===== config.mk =====
export PLATFORM = sky130hd
export DESIGN_NAME = vrca_ctrl
export DESIGN_NICKNAME = d
export VERILOG_FILES = /design/src/rtl/vrca_pkg.sv /design/src/rtl/vrca_ctrl.sv
export SDC_FILE = /design/constraint.sdc
export NUM_CORES = 1
export LEC_CHECK = 0
export BUFFER_PORTS_ARGS = -buffer_cell sky130_fd_sc_hd__buf_4
export CAP_MARGIN = 15
export CORE_MARGIN = 1.5
export CORE_UTILIZATION = 40
export CTS_CLUSTER_DIAMETER = 80
export DETAILED_ROUTE_END_ITERATION = 8
export PLACE_DENSITY = 0.66
export SLEW_MARGIN = 30
export SYNTH_ARGS = -nofsm -noshare
export SYNTH_HDL_FRONTEND = slang
export SYNTH_SLANG_ARGS = --single-unit

===== constraint.sdc =====
create_clock -name clock -period 1.8 [get_ports clock]
set_input_delay 0.36 -clock clock [delete_from_list [all_inputs] [get_ports clock]]
set_output_delay 0.36 -clock clock [all_outputs]
set_load 0.02 [all_outputs]

===== src/rtl/vrca_pkg.sv =====
package vrca_pkg;

   localparam int WIDE_W     = 48;
   localparam int STEP_W     = 33;
   localparam int SUM_W      = 28;
   localparam int DIMV_W     = 9;
   localparam int CNTX_W     = 11;
   localparam int OUT_SUM_W  = 24;
   localparam int CSR_IDX_W  = 3;
   localparam int CSR_DATA_W = 16;
   localparam int VAL_W      = 16;
   localparam int POS_W      = 32;
   localparam int IDX_IN_W   = 5;
   localparam int CFG_DIM_W  = 6;
   localparam int CFG_SC_W   = 9;
   localparam int CFG_SH_W   = 4;
   localparam int FRAC_W     = 16;

   localparam logic [CSR_IDX_W-1:0] REG_VOL_WIDTH    = 3'd0;
   localparam logic [CSR_IDX_W-1:0] REG_VOL_HEIGHT   = 3'd1;
   localparam logic [CSR_IDX_W-1:0] REG_VOL_DEPTH    = 3'd2;
   localparam logic [CSR_IDX_W-1:0] REG_SAMPLE_COUNT = 3'd3;
   localparam logic [CSR_IDX_W-1:0] REG_STEP_SHIFT   = 3'd4;
   localparam logic [CSR_IDX_W-1:0] REG_MAX_VOXEL    = 3'd5;

   localparam logic [CFG_DIM_W-1:0]    RST_DIM       = 6'd32;
   localparam logic [CFG_SC_W-1:0]     RST_SAMPLES   = 9'd128;
   localparam logic [CFG_SH_W-1:0]     RST_SHIFT     = 4'd7;
   localparam logic signed [VAL_W-1:0] RST_MAX_VOXEL = 16'sd32767;

   localparam logic signed [WIDE_W-1:0] FRAC_ONE = 48'sd65536;
   localparam logic signed [SUM_W-1:0]  SUM_MAX  = 28'sd8388607;
   localparam logic signed [SUM_W-1:0]  SUM_MIN  = -28'sd8388608;

   localparam logic NUM_ZERO = 1'b0;
   localparam logic NUM_LAST = 1'b1;

   typedef struct packed {
      logic       load;
      logic       wr_en;
      logic       div_start;
      logic       num_sel;
      logic [1:0] ax;
      logic       clip;
      logic       adv;
      logic [1:0] adv_ax;
      logic       emul;
      logic       set_len;
      logic       thr;
      logic       sample;
      logic       fin;
      logic       fin_hit;
   } dp_cmd_type;

   typedef struct packed {
      logic dims_ok;
      logic s_neg;
      logic s_high;
      logic st_pos;
      logic st_neg;
      logic e_high;
      logic e_low;
      logic div_done;
      logic delta_ok;
      logic q_neg;
      logic len_zero;
   } dp_stat_type;

   typedef struct packed {
      logic                      req_type;
      logic [IDX_IN_W-1:0]       voxel_x;
      logic [IDX_IN_W-1:0]       voxel_y;
      logic [IDX_IN_W-1:0]       voxel_z;
      logic signed [VAL_W-1:0]   voxel_value;
      logic signed [POS_W-1:0]   start_x;
      logic signed [POS_W-1:0]   start_y;
      logic signed [POS_W-1:0]   start_z;
      logic signed [POS_W-1:0]   end_x;
      logic signed [POS_W-1:0]   end_y;
      logic signed [POS_W-1:0]   end_z;
   } req_payload_type;

   typedef struct packed {
      logic                        ray_hit;
      logic signed [OUT_SUM_W-1:0] ray_sum;
      logic                        over_limit;
   } rsp_payload_type;

endpackage


===== src/rtl/vrca_ctrl.sv =====
module vrca_ctrl import vrca_pkg::*; (
   input  logic        clock,
   input  logic        reset,
   input  logic        req_valid,
   input  logic        req_type,
   output logic        req_ready,
   output logic        rsp_valid,
   input  logic        rsp_ready,
   input  dp_stat_type stat,
   output dp_cmd_type  cmd
);

   localparam logic [3:0] S_IDLE  = 4'd0;
   localparam logic [3:0] S_AXIS  = 4'd1;
   localparam logic [3:0] S_DIV1  = 4'd2;
   localparam logic [3:0] S_CLIP  = 4'd3;
   localparam logic [3:0] S_ADV   = 4'd4;
   localparam logic [3:0] S_EMUL  = 4'd5;
   localparam logic [3:0] S_ECHK  = 4'd6;
   localparam logic [3:0] S_DIV2  = 4'd7;
   localparam logic [3:0] S_SETL  = 4'd8;
   localparam logic [3:0] S_THR   = 4'd9;
   localparam logic [3:0] S_SAMP  = 4'd10;
   localparam logic [3:0] S_DRAIN = 4'd11;
   localparam logic [3:0] S_FIN   = 4'd12;

   logic [3:0] state_ff, state_in;
   logic [1:0] ax_ff, ax_in;
   logic [1:0] adv_ff, adv_in;
   logic       hit_ff, hit_in;
   logic       out_valid_ff, out_valid_in;

   always_comb begin
      state_in     = state_ff;
      ax_in        = ax_ff;
      adv_in       = adv_ff;
      hit_in       = hit_ff;
      out_valid_in = out_valid_ff;
      cmd          = '0;
      cmd.ax       = ax_ff;
      cmd.adv_ax   = adv_ff;
      req_ready    = 1'b0;
      if (out_valid_ff && rsp_ready) begin
         out_valid_in = 1'b0;
      end
      case (state_ff)
         S_IDLE: begin
            req_ready = 1'b1;
            if (req_valid) begin
               cmd.load  = 1'b1;
               cmd.wr_en = !req_type;
               ax_in     = 2'd0;
               if (req_type && stat.dims_ok) begin
                  hit_in   = 1'b1;
                  state_in = S_AXIS;
               end else begin
                  hit_in   = 1'b0;
                  state_in = S_FIN;
               end
            end
         end
         S_AXIS: begin
            if (stat.s_neg) begin
               if (stat.st_pos) begin
                  cmd.div_start = 1'b1;
                  cmd.num_sel   = NUM_ZERO;
                  state_in      = S_DIV1;
               end else begin
                  hit_in   = 1'b0;
                  state_in = S_FIN;
               end
            end else if (stat.s_high) begin
               if (stat.st_neg) begin
                  cmd.div_start = 1'b1;
                  cmd.num_sel   = NUM_LAST;
                  state_in      = S_DIV1;
               end else begin
                  hit_in   = 1'b0;
                  state_in = S_FIN;
               end
            end else begin
               state_in = S_EMUL;
            end
         end
         S_DIV1: begin
            if (stat.div_done) begin
               state_in = S_CLIP;
            end
         end
         S_CLIP: begin
            if (stat.delta_ok) begin
               cmd.clip = 1'b1;
               adv_in   = 2'd0;
               state_in = S_ADV;
            end else begin
               hit_in   = 1'b0;
               state_in = S_FIN;
            end
         end
         S_ADV: begin
            cmd.adv = 1'b1;
            adv_in  = adv_ff + 2'd1;
            if (adv_ff == 2'd2) begin
               state_in = S_EMUL;
            end
         end
         S_EMUL: begin
            cmd.emul = 1'b1;
            state_in = S_ECHK;
         end
         S_ECHK: begin
            if (stat.e_high) begin
               if (stat.st_pos) begin
                  cmd.div_start = 1'b1;
                  cmd.num_sel   = NUM_LAST;
                  state_in      = S_DIV2;
               end else begin
                  hit_in   = 1'b0;
                  state_in = S_FIN;
               end
            end else if (stat.e_low) begin
               if (stat.st_neg) begin
                  cmd.div_start = 1'b1;
                  cmd.num_sel   = NUM_ZERO;
                  state_in      = S_DIV2;
               end else begin
                  hit_in   = 1'b0;
                  state_in = S_FIN;
               end
            end else if (ax_ff == 2'd2) begin
               state_in = S_THR;
            end else begin
               ax_in    = ax_ff + 2'd1;
               state_in = S_AXIS;
            end
         end
         S_DIV2: begin
            if (stat.div_done) begin
               state_in = S_SETL;
            end
         end
         S_SETL: begin
            if (stat.q_neg) begin
               hit_in   = 1'b0;
               state_in = S_FIN;
            end else begin
               cmd.set_len = 1'b1;
               if (ax_ff == 2'd2) begin
                  state_in = S_THR;
               end else begin
                  ax_in    = ax_ff + 2'd1;
                  state_in = S_AXIS;
               end
            end
         end
         S_THR: begin
            cmd.thr  = 1'b1;
            state_in = S_SAMP;
         end
         S_SAMP: begin
            if (stat.len_zero) begin
               state_in = S_DRAIN;
            end else begin
               cmd.sample = 1'b1;
            end
         end
         S_DRAIN: begin
            state_in = S_FIN;
         end
         S_FIN: begin
            if (!out_valid_ff || rsp_ready) begin
               cmd.fin      = 1'b1;
               cmd.fin_hit  = hit_ff;
               out_valid_in = 1'b1;
               state_in     = S_IDLE;
            end
         end
         default: begin
            state_in = S_IDLE;
         end
      endcase
   end

   always_ff @(posedge clock) begin
      if (reset) begin
         state_ff     <= S_IDLE;
         ax_ff        <= 2'd0;
         adv_ff       <= 2'd0;
         hit_ff       <= 1'b0;
         out_valid_ff <= 1'b0;
      end else begin
         state_ff     <= state_in;
         ax_ff        <= ax_in;
         adv_ff       <= adv_in;
         hit_ff       <= hit_in;
         out_valid_ff <= out_valid_in;
      end
   end

   assign rsp_valid = out_valid_ff;

endmodule


Word level (Yosys, flattened, before mapping)
Cells that the tools add are included.

operators by class
  $add $sub $neg = 2
  equal/unequal tests = 28
  muxes and demuxes = 64
  reductions and logical operators = 13

operator list
  kind                 number
  $mux 4               18
  $pmux 4 s13          1
  $mux 2               18
  $ne 2x2->1 const B   12
  $mux 1               23
  $eq 4x4->1 const B   5
  $eq 4x3->1 const B   4
  $reduce_and 6->1     2
  $eq 4x2->1 const B   2
  $pmux 2 s2           2
  $ne 3x3->1 const B   2
  $pmux 2 s3           1
  $pmux 1 s5           1
  $reduce_and 5->1     1
  $reduce_bool 5->1    1
  $add 2x1->2 const B  2
  $eq 2x2->1 const B   2
  $eq 4x1->1 const B   1
  $logic_not 4->1      1
  $reduce_bool 3->1    1
  $logic_and 1x1->1    2
  $logic_not 1->1      2
  $reduce_and 2->1     1
  $reduce_bool 2->1    1
  $logic_or 1x1->1     1

storage, ports and cells
  register bits after elaboration = 10
  input bits = 16
  output and inout port bits = 18
  logic and storage cells = 112

Depth between registers and ports, before layout
Gate-level depths: netlist of run 1.

  word-level depth = 5
  gate-level depth with buffers = 8
  mapped depth without buffers = 7

Worst setup path after synthesis of run 1
OpenSTA, ideal clock, no wires.

  path kind = flip-flop to output port
  from = register state_ff[0]
  to = output port cmd[14] (netlist bit)
  arrival = 2.146 ns
  setup slack = -0.706 ns
  cell stages (with the launch flop) = 6
  path buffers = 2
  cells stage by stage = dfxtp_1 buf_2 buf_1 nor4_1 and2_1 nor2b_1

RTL lines
  element                 RTL line          text
  start, declared         vrca_ctrl.sv:27   logic [3:0] state_ff, state_in;
  start signal, assigned  vrca_ctrl.sv:192  state_ff <= state_in;
  end, declared           vrca_ctrl.sv:10   output dp_cmd_type cmd

==> results of run 1 <==
[registers in the layout, summed over array words and instances, names as in the netlist]
signal     count
ax_ff          2
adv_ff         2
state_ff       4
hit_ff         1
rsp_valid      1
[worst max-delay path: stages (launching register included)]
cell	delay, ns
dfxtp_4	0.35
or4b_4	0.56
a21o_1	0.19
o21ai_2	0.08
buf_6	0.14
[stage by stage]
stage	hold WS [ns]	power, W	util, %	setup slack (ns)
floorplan	0.4450	0.001406	-	0.006091
global placement	0.4621	0.001764	56.01	0.008992
detailed placement	0.4668	0.001776	56.01	0.01331
CTS	0.3445	0.002218	63.30	-0.1522
global route	0.3604	0.002516	65.90	-0.2295
finish	0.3542	0.002354	65.90	-0.1690
[where the power goes]
part / switching [W] / total, W / internal, W
registers: 0.0000844 / 0.000384 / 0.000300
clock network: 0.0000934 / 0.000217 / 0.000123
logic: 0.000918 / 0.00175 / 0.000834
total: 0.00110 / 0.00235 / 0.00126
[layout by cell type, fill, tap and decap left out, drive strengths merged, types with 3 or more instances in the layout]
master / synthesis / final
dfxtp: 10 / 10
a21oi: 12 / 12
nor2b: 6 / 6
a211oi: 5 / 5
nor2: 13 / 13
buf: 7 / 49
nand2b: 10 / 10
o21ai: 6 / 6
nor3: 4 / 4
nand2: 8 / 8
nor3b: 3 / 3
inv: 7 / 7
and2: 4 / 4
clkbuf: 2 / 4
o311ai: 3 / 3
[area by class of cell]
| type | count | area (sq um) | share of cell area (%) |
|---|---|---|---|
| inverters | 7 | 26.28 | 1.624 |
| well taps | 30 | 37.54 | 2.320 |
| multi-input cells | 114 | 915.9 | 56.61 |
| clock buffers | 4 | 36.28 | 2.243 |
| flip-flops and latches | 10 | 211.5 | 13.07 |
| repair buffers | 49 | 390.4 | 24.13 |
[timing repair]
| action | CTS | global route |
|---|---|---|
| hold buffers | 0 | 0 |
| endpoints found under the setup margin | 10 | 15 |
| resized for setup | 22 | 14 |
| pin swaps | 6 | 3 |
| endpoints found under the hold margin | 0 | 0 |
| buffers inserted | 6 | 0 |
[layer usage]
layer	wire length, um	share of wire [%]
met1	1492	43
met2	1709	49
met3	204	5.9
met4	77	2.2
met5	0	0
[cell families after synthesis]
logic type	Yosys count
compound gates	43
flops	10
xor+xnor	1
mux	2
fa+ha+maj	2
buf+inv	16
simple gates	66
[worst max-delay path by stage]
stage,slack [ns],start,to
5_1_grt,-0.23,state_ff[2]$_SDFFE_PP0P_,cmd[13]
4_1_cts,-0.15,state_ff[2]$_SDFFE_PP0P_,cmd[13]
3_5_place_dp,0.01,state_ff[2]$_SDFFE_PP0P_,state_ff[1]$_SDFFE_PP0P_
2_1_floorplan,0.006,state_ff[3]$_SDFFE_PP0P_,cmd[14]
3_3_place_gp,0.009,state_ff[2]$_SDFFE_PP0P_,state_ff[2]$_SDFFE_PP0P_
6_report,-0.17,state_ff[2]$_SDFFE_PP0P_,cmd[13]
==> impl_metrics.yaml, run 1 <==
routing:
  antenna_left: 0
  drt_wl_total_mm: 3.484
  drc_errors: 0
  drt_iter0_drc: 40
  via_per_inst: 5.930
  avgRoutedWirePerCell_um: 16.28
  drt_first_pass_iters: 4
  num_vias: 1269
die:
  die_area_sq_um: 2901
  core_area_sq_um: 2455
  initial_utilization_pct: 42.15
  dieHeight_um: 53.86
  rows: 18
  dieWidth_um: 53.86
  num_io_pins: 34
global_route:
  antenna_found_initial: 0
  grt_first_pass_wirelength_mm: 5.416
  grt_pass1_vias: 1170
  grt_max_degree: 15
  overflow: 0
  met1_usage_pct: 32.55
  grt_busiest_layer: "met2"
  met3_usage_pct: 6.944
  groute.layer.met2.usage_pct: 42.89
  grt_util_all_layers_pct: 25.88
run_status:
  outcome: "complete, but fails checks"
  violations: "negative setup slack"
worst_setup_path:
  reg2reg_depth: 6
  r2r_end: "state_ff[0]$_SDFFE_PP0P_"
  startpoint_type: "register"
  crit_required_ns: 1.44
  r2r-start: "state_ff[2]$_SDFFE_PP0P_"
  reg2reg_slack_ns: -0.06
  setup.worst_path.class: "reg -> out"
  path_max_fanout: 3
  arrival_ns: 1.61
  cp-end-kind: "output pin"
sta:
  fin_crit_ns: 1.969
  slew_violations: 0
  max_freq_ghz: 0.5079
  finalHoldViolations: 0
  timing.final.ws_setup_ns: -0.1690
  rsz0062_at_grt: "true"
  slew_headroom_pct: 67.71
  setup-tns-final_ns: -0.5596
  fin_skew_ns: 0.0007232
  setup-violations-final: 6
  min_period_over_period_pct: 109.4
  tightest_slew_ns: 0.4783
hold_path:
  min_path_type: "in -> reg"
  min_to: "ax_ff[0]$_SDFFE_PP0P_"
  min_from: "reset"
  holdPathStages: 2
synth:
  synth_top_flop_cell: "dfxtp_1"
  synth_top_area_share_pct: 19.35
  synth_compound_area_share_pct: 29.38
  async_reset_ff_share_pct: 0
  yosys.area_share.xor_xnor_pct: 0.8464
  ys_seq_elements: 10
  syn_area_per_cell_sq_um: 7.391
  synth.net_count: 158
  synthAdderAreaFrac_pct: 2.418
  synth_cells: 140
  netlist_area_sq_um: 1035
  ys_types: 54
  yosys-top-cells-area: "dfxtp_1, nand2b_1, a21oi_1, nor2_1, a211oi_1"
  synthMuxAreaShare_pct: 1.935
  synth_top_family_by_area: "simple AND/OR/NAND/NOR gates"
  synth_edf_count: 0
  yosys_warnings: 0
  ys_top_cells_by_count: "nor2_1, a21oi_1, dfxtp_1, nand2b_1, nand2_1"
  synth_area_leader_cell: "dfxtp_1"
  ys_seq_area_share_pct: 19.35
  synthSimpleGateAreaFrac_pct: 38.45
  yosysMostFrequentCell: "nor2_1"
power_and_ir_drop:
  powerDensity_nw_per_um2: 1455
  max-vdd-ir-drop_mv: 0.9758
  cellLeakagePower_nw: 0.6613
clock_tree:
  cts_tree: "done"
  clkSinkCount: 10
  numCtsBuffers: 3
  clock_latency_ns: 0.28
  cts.path.max_buffers: 2
  cts-htree-levels: 1
  clkTransAtPathRegs_ns: 0.07
  cts_root_buf: "clkbuf_4"
layout:
  fill_cells: 230
  area_delta_synth_final_pct: 56.35
  fin_area_sq_um: 1618
  final_cells: 214
  nNetsFinal: 203
  antenna_cells: 0
  drive_gt1_share_pct: 47.83
place:
  postPlaceCellArea_sq_um: 1375
  place_congestion: 0.9907
  dp_hpwl_mm: 2.485
  placedCellCount: 204
  io_buffer_count: 33
job:
  drv_cap: 0
Power figures use the tool's default switching activity.
==> run 2: changes to the inputs <==
GPL_TIMING_DRIVEN = 0   (was not set)
==> impl_metrics.yaml, run 2 (synthesis results as in run 1) <==
run_status:
  outcome: "complete, but fails checks"
  violations: "negative setup slack"
worst_setup_path:
  reg2reg_slack_ns: -0.12
  cp-end-kind: "output pin"
  path_max_fanout: 5
  r2r_end: "state_ff[0]$_SDFFE_PP0P_"
  reg2reg_depth: 7
  arrival_ns: 1.62
  r2r-start: "state_ff[3]$_SDFFE_PP0P_"
  startpoint_type: "register"
  crit_required_ns: 1.44
  setup.worst_path.class: "reg -> out"
sta:
  tightest_slew_ns: 0.5040
  timing.final.ws_setup_ns: -0.1811
  finalHoldViolations: 0
  fin_crit_ns: 1.981
  max_freq_ghz: 0.5048
  slew_violations: 0
  whs_ns: 0.4002
  fin_skew_ns: 0.002679
  min_period_over_period_pct: 110.1
  setup-tns-final_ns: -0.8348
  rsz0062_at_grt: "true"
  slew_headroom_pct: 66.40
  setup-violations-final: 8
routing:
  drt_wl_total_mm: 3.760
  num_vias: 1343
  avgRoutedWirePerCell_um: 16.94
  antenna_left: 0
  via_per_inst: 6.050
  drc_errors: 0
  drt_iter0_drc: 59
  drt_first_pass_iters: 4
layout:
  final_cell_mix: "buf_4, buf_6, a21oi_1, nor2_1, nand2b_1"
  largest_reg_flops: 4
  postLayoutCoreUtil_pct: 68.30
  nNetsFinal: 212
  antenna_cells: 0
  drive_gt1_share_pct: 48.44
  regMostFlops: "state_ff"
  layout_commonest_cell: "buf_4"
  final_cells: 222
  reg_top3: "state_ff x4, adv_ff x2, ax_ff x2"
  area_delta_synth_final_pct: 62.03
power_and_ir_drop:
  max-vdd-ir-drop_mv: 0.9637
  cellLeakagePower_nw: 0.6993
  powerDensity_nw_per_um2: 1530
global_route:
  grt_first_pass_wirelength_mm: 5.506
  antenna_found_initial: 0
  grt_util_all_layers_pct: 26.55
  overflow: 0
  grt_max_degree: 11
  grt_pass1_vias: 1178
die:
  dieWidth_um: 53.86
  num_io_pins: 34
  core_area_sq_um: 2455
  rows: 18
  die_area_sq_um: 2901
  initial_utilization_pct: 42.15
  dieHeight_um: 53.86
place:
  dp_hpwl_mm: 2.407
  place_congestion: 0.9137
  placedCellCount: 203
  io_buffer_count: 33
job:
  drv_cap: 0
clock_tree:
  cts_tree: "done"
  postCtsHoldBufs: 0
  cts-htree-levels: 1
  clkSinkCount: 10
  numCtsBuffers: 3
  cts_root_buf: "clkbuf_4"
  clkTransAtPathRegs_ns: 0.07
  cts.path.max_buffers: 2
  clock_latency_ns: 0.27
hold_path:
  min_from: "rsp_ready"
  min_to: "rsp_valid$_SDFF_PP0_"
  holdPathStages: 3
  min_path_type: "in -> reg"
[run 2: changes by cell type in the layout (fill, tap and decap cells not counted), sizes merged]
| cell | change |
|---|---|
| buf | +8 |
[run 2: how the worst max path moves through the flow]
stage / from / to / slack, ns / cells past startpoint
floorplan: state_ff[3]$_SDFFE_PP0P_ / cmd[14] / 0.006 / 5
global placement: state_ff[2]$_SDFFE_PP0P_ / cmd[12] / -0.07 / 5
detailed placement: state_ff[2]$_SDFFE_PP0P_ / cmd[12] / -0.07 / 5
CTS: state_ff[3]$_SDFFE_PP0P_ / cmd[13] / -0.20 / 5
global route: state_ff[3]$_SDFFE_PP0P_ / cmd[13] / -0.23 / 5
finish: state_ff[3]$_SDFFE_PP0P_ / cmd[13] / -0.18 / 5
[run 2: repair_timing]
| action | CTS | global route |
|---|---|---|
| hold endpoints to repair | 0 | 0 |
| buffers inserted | 14 | 7 |
| gates resized for setup | 20 | 25 |
| gates cloned | 0 | 0 |
| pin swaps | 7 | 10 |
| setup endpoints to repair | 7 | 16 |
[run 2: area by class of cell]
cell class | count | area [sq um]
multi-input combinational | 114 | 885.9
fill | 194 | 778.2
timing repair buffer | 50 | 405.4
sequential | 10 | 209.0
buffer | 8 | 90.09
tap | 30 | 37.54
inverter | 7 | 26.28
clock buffer | 3 | 22.52
[run 2: metrics by stage]
step / setup slack (ns) / total power, W / cell area (sq um)
final: -0.1811 / 0.002565 / 1677
after global routing: -0.2289 / 0.002698 / 1677
after CTS: -0.2002 / 0.002211 / 1570
after detailed placement: -0.06740 / 0.001784 / 1375
after global placement: -0.07079 / 0.001766 / 1375
after floorplan: 0.006091 / 0.001406 / 1090
[run 2: worst max-delay path, stage by stage, from the launching register on]
cell and delay (ns):
dfxtp_2 0.33, buf_6 0.12, or4b_4 0.50, a21o_1 0.18
o21ai_2 0.07, buf_6 0.14
[run 2: report_power, final]
group          leakage [nW]  internal (W)  total, W  switching, W
sequential           0.0838      0.000295  0.000360     0.0000652
combinational         0.602       0.00102   0.00204       0.00103
clock                0.0138     0.0000774  0.000161     0.0000835
[run 2: layer usage]
metal  vias to the layer above  wire length (um)  track usage, %
li1                        629                 -               -
met1                       644              1620           33.95
met2                        65              1832           45.73
met3                         5               281           5.556
met4                         0                25           5.128
met5                         -                 0               0
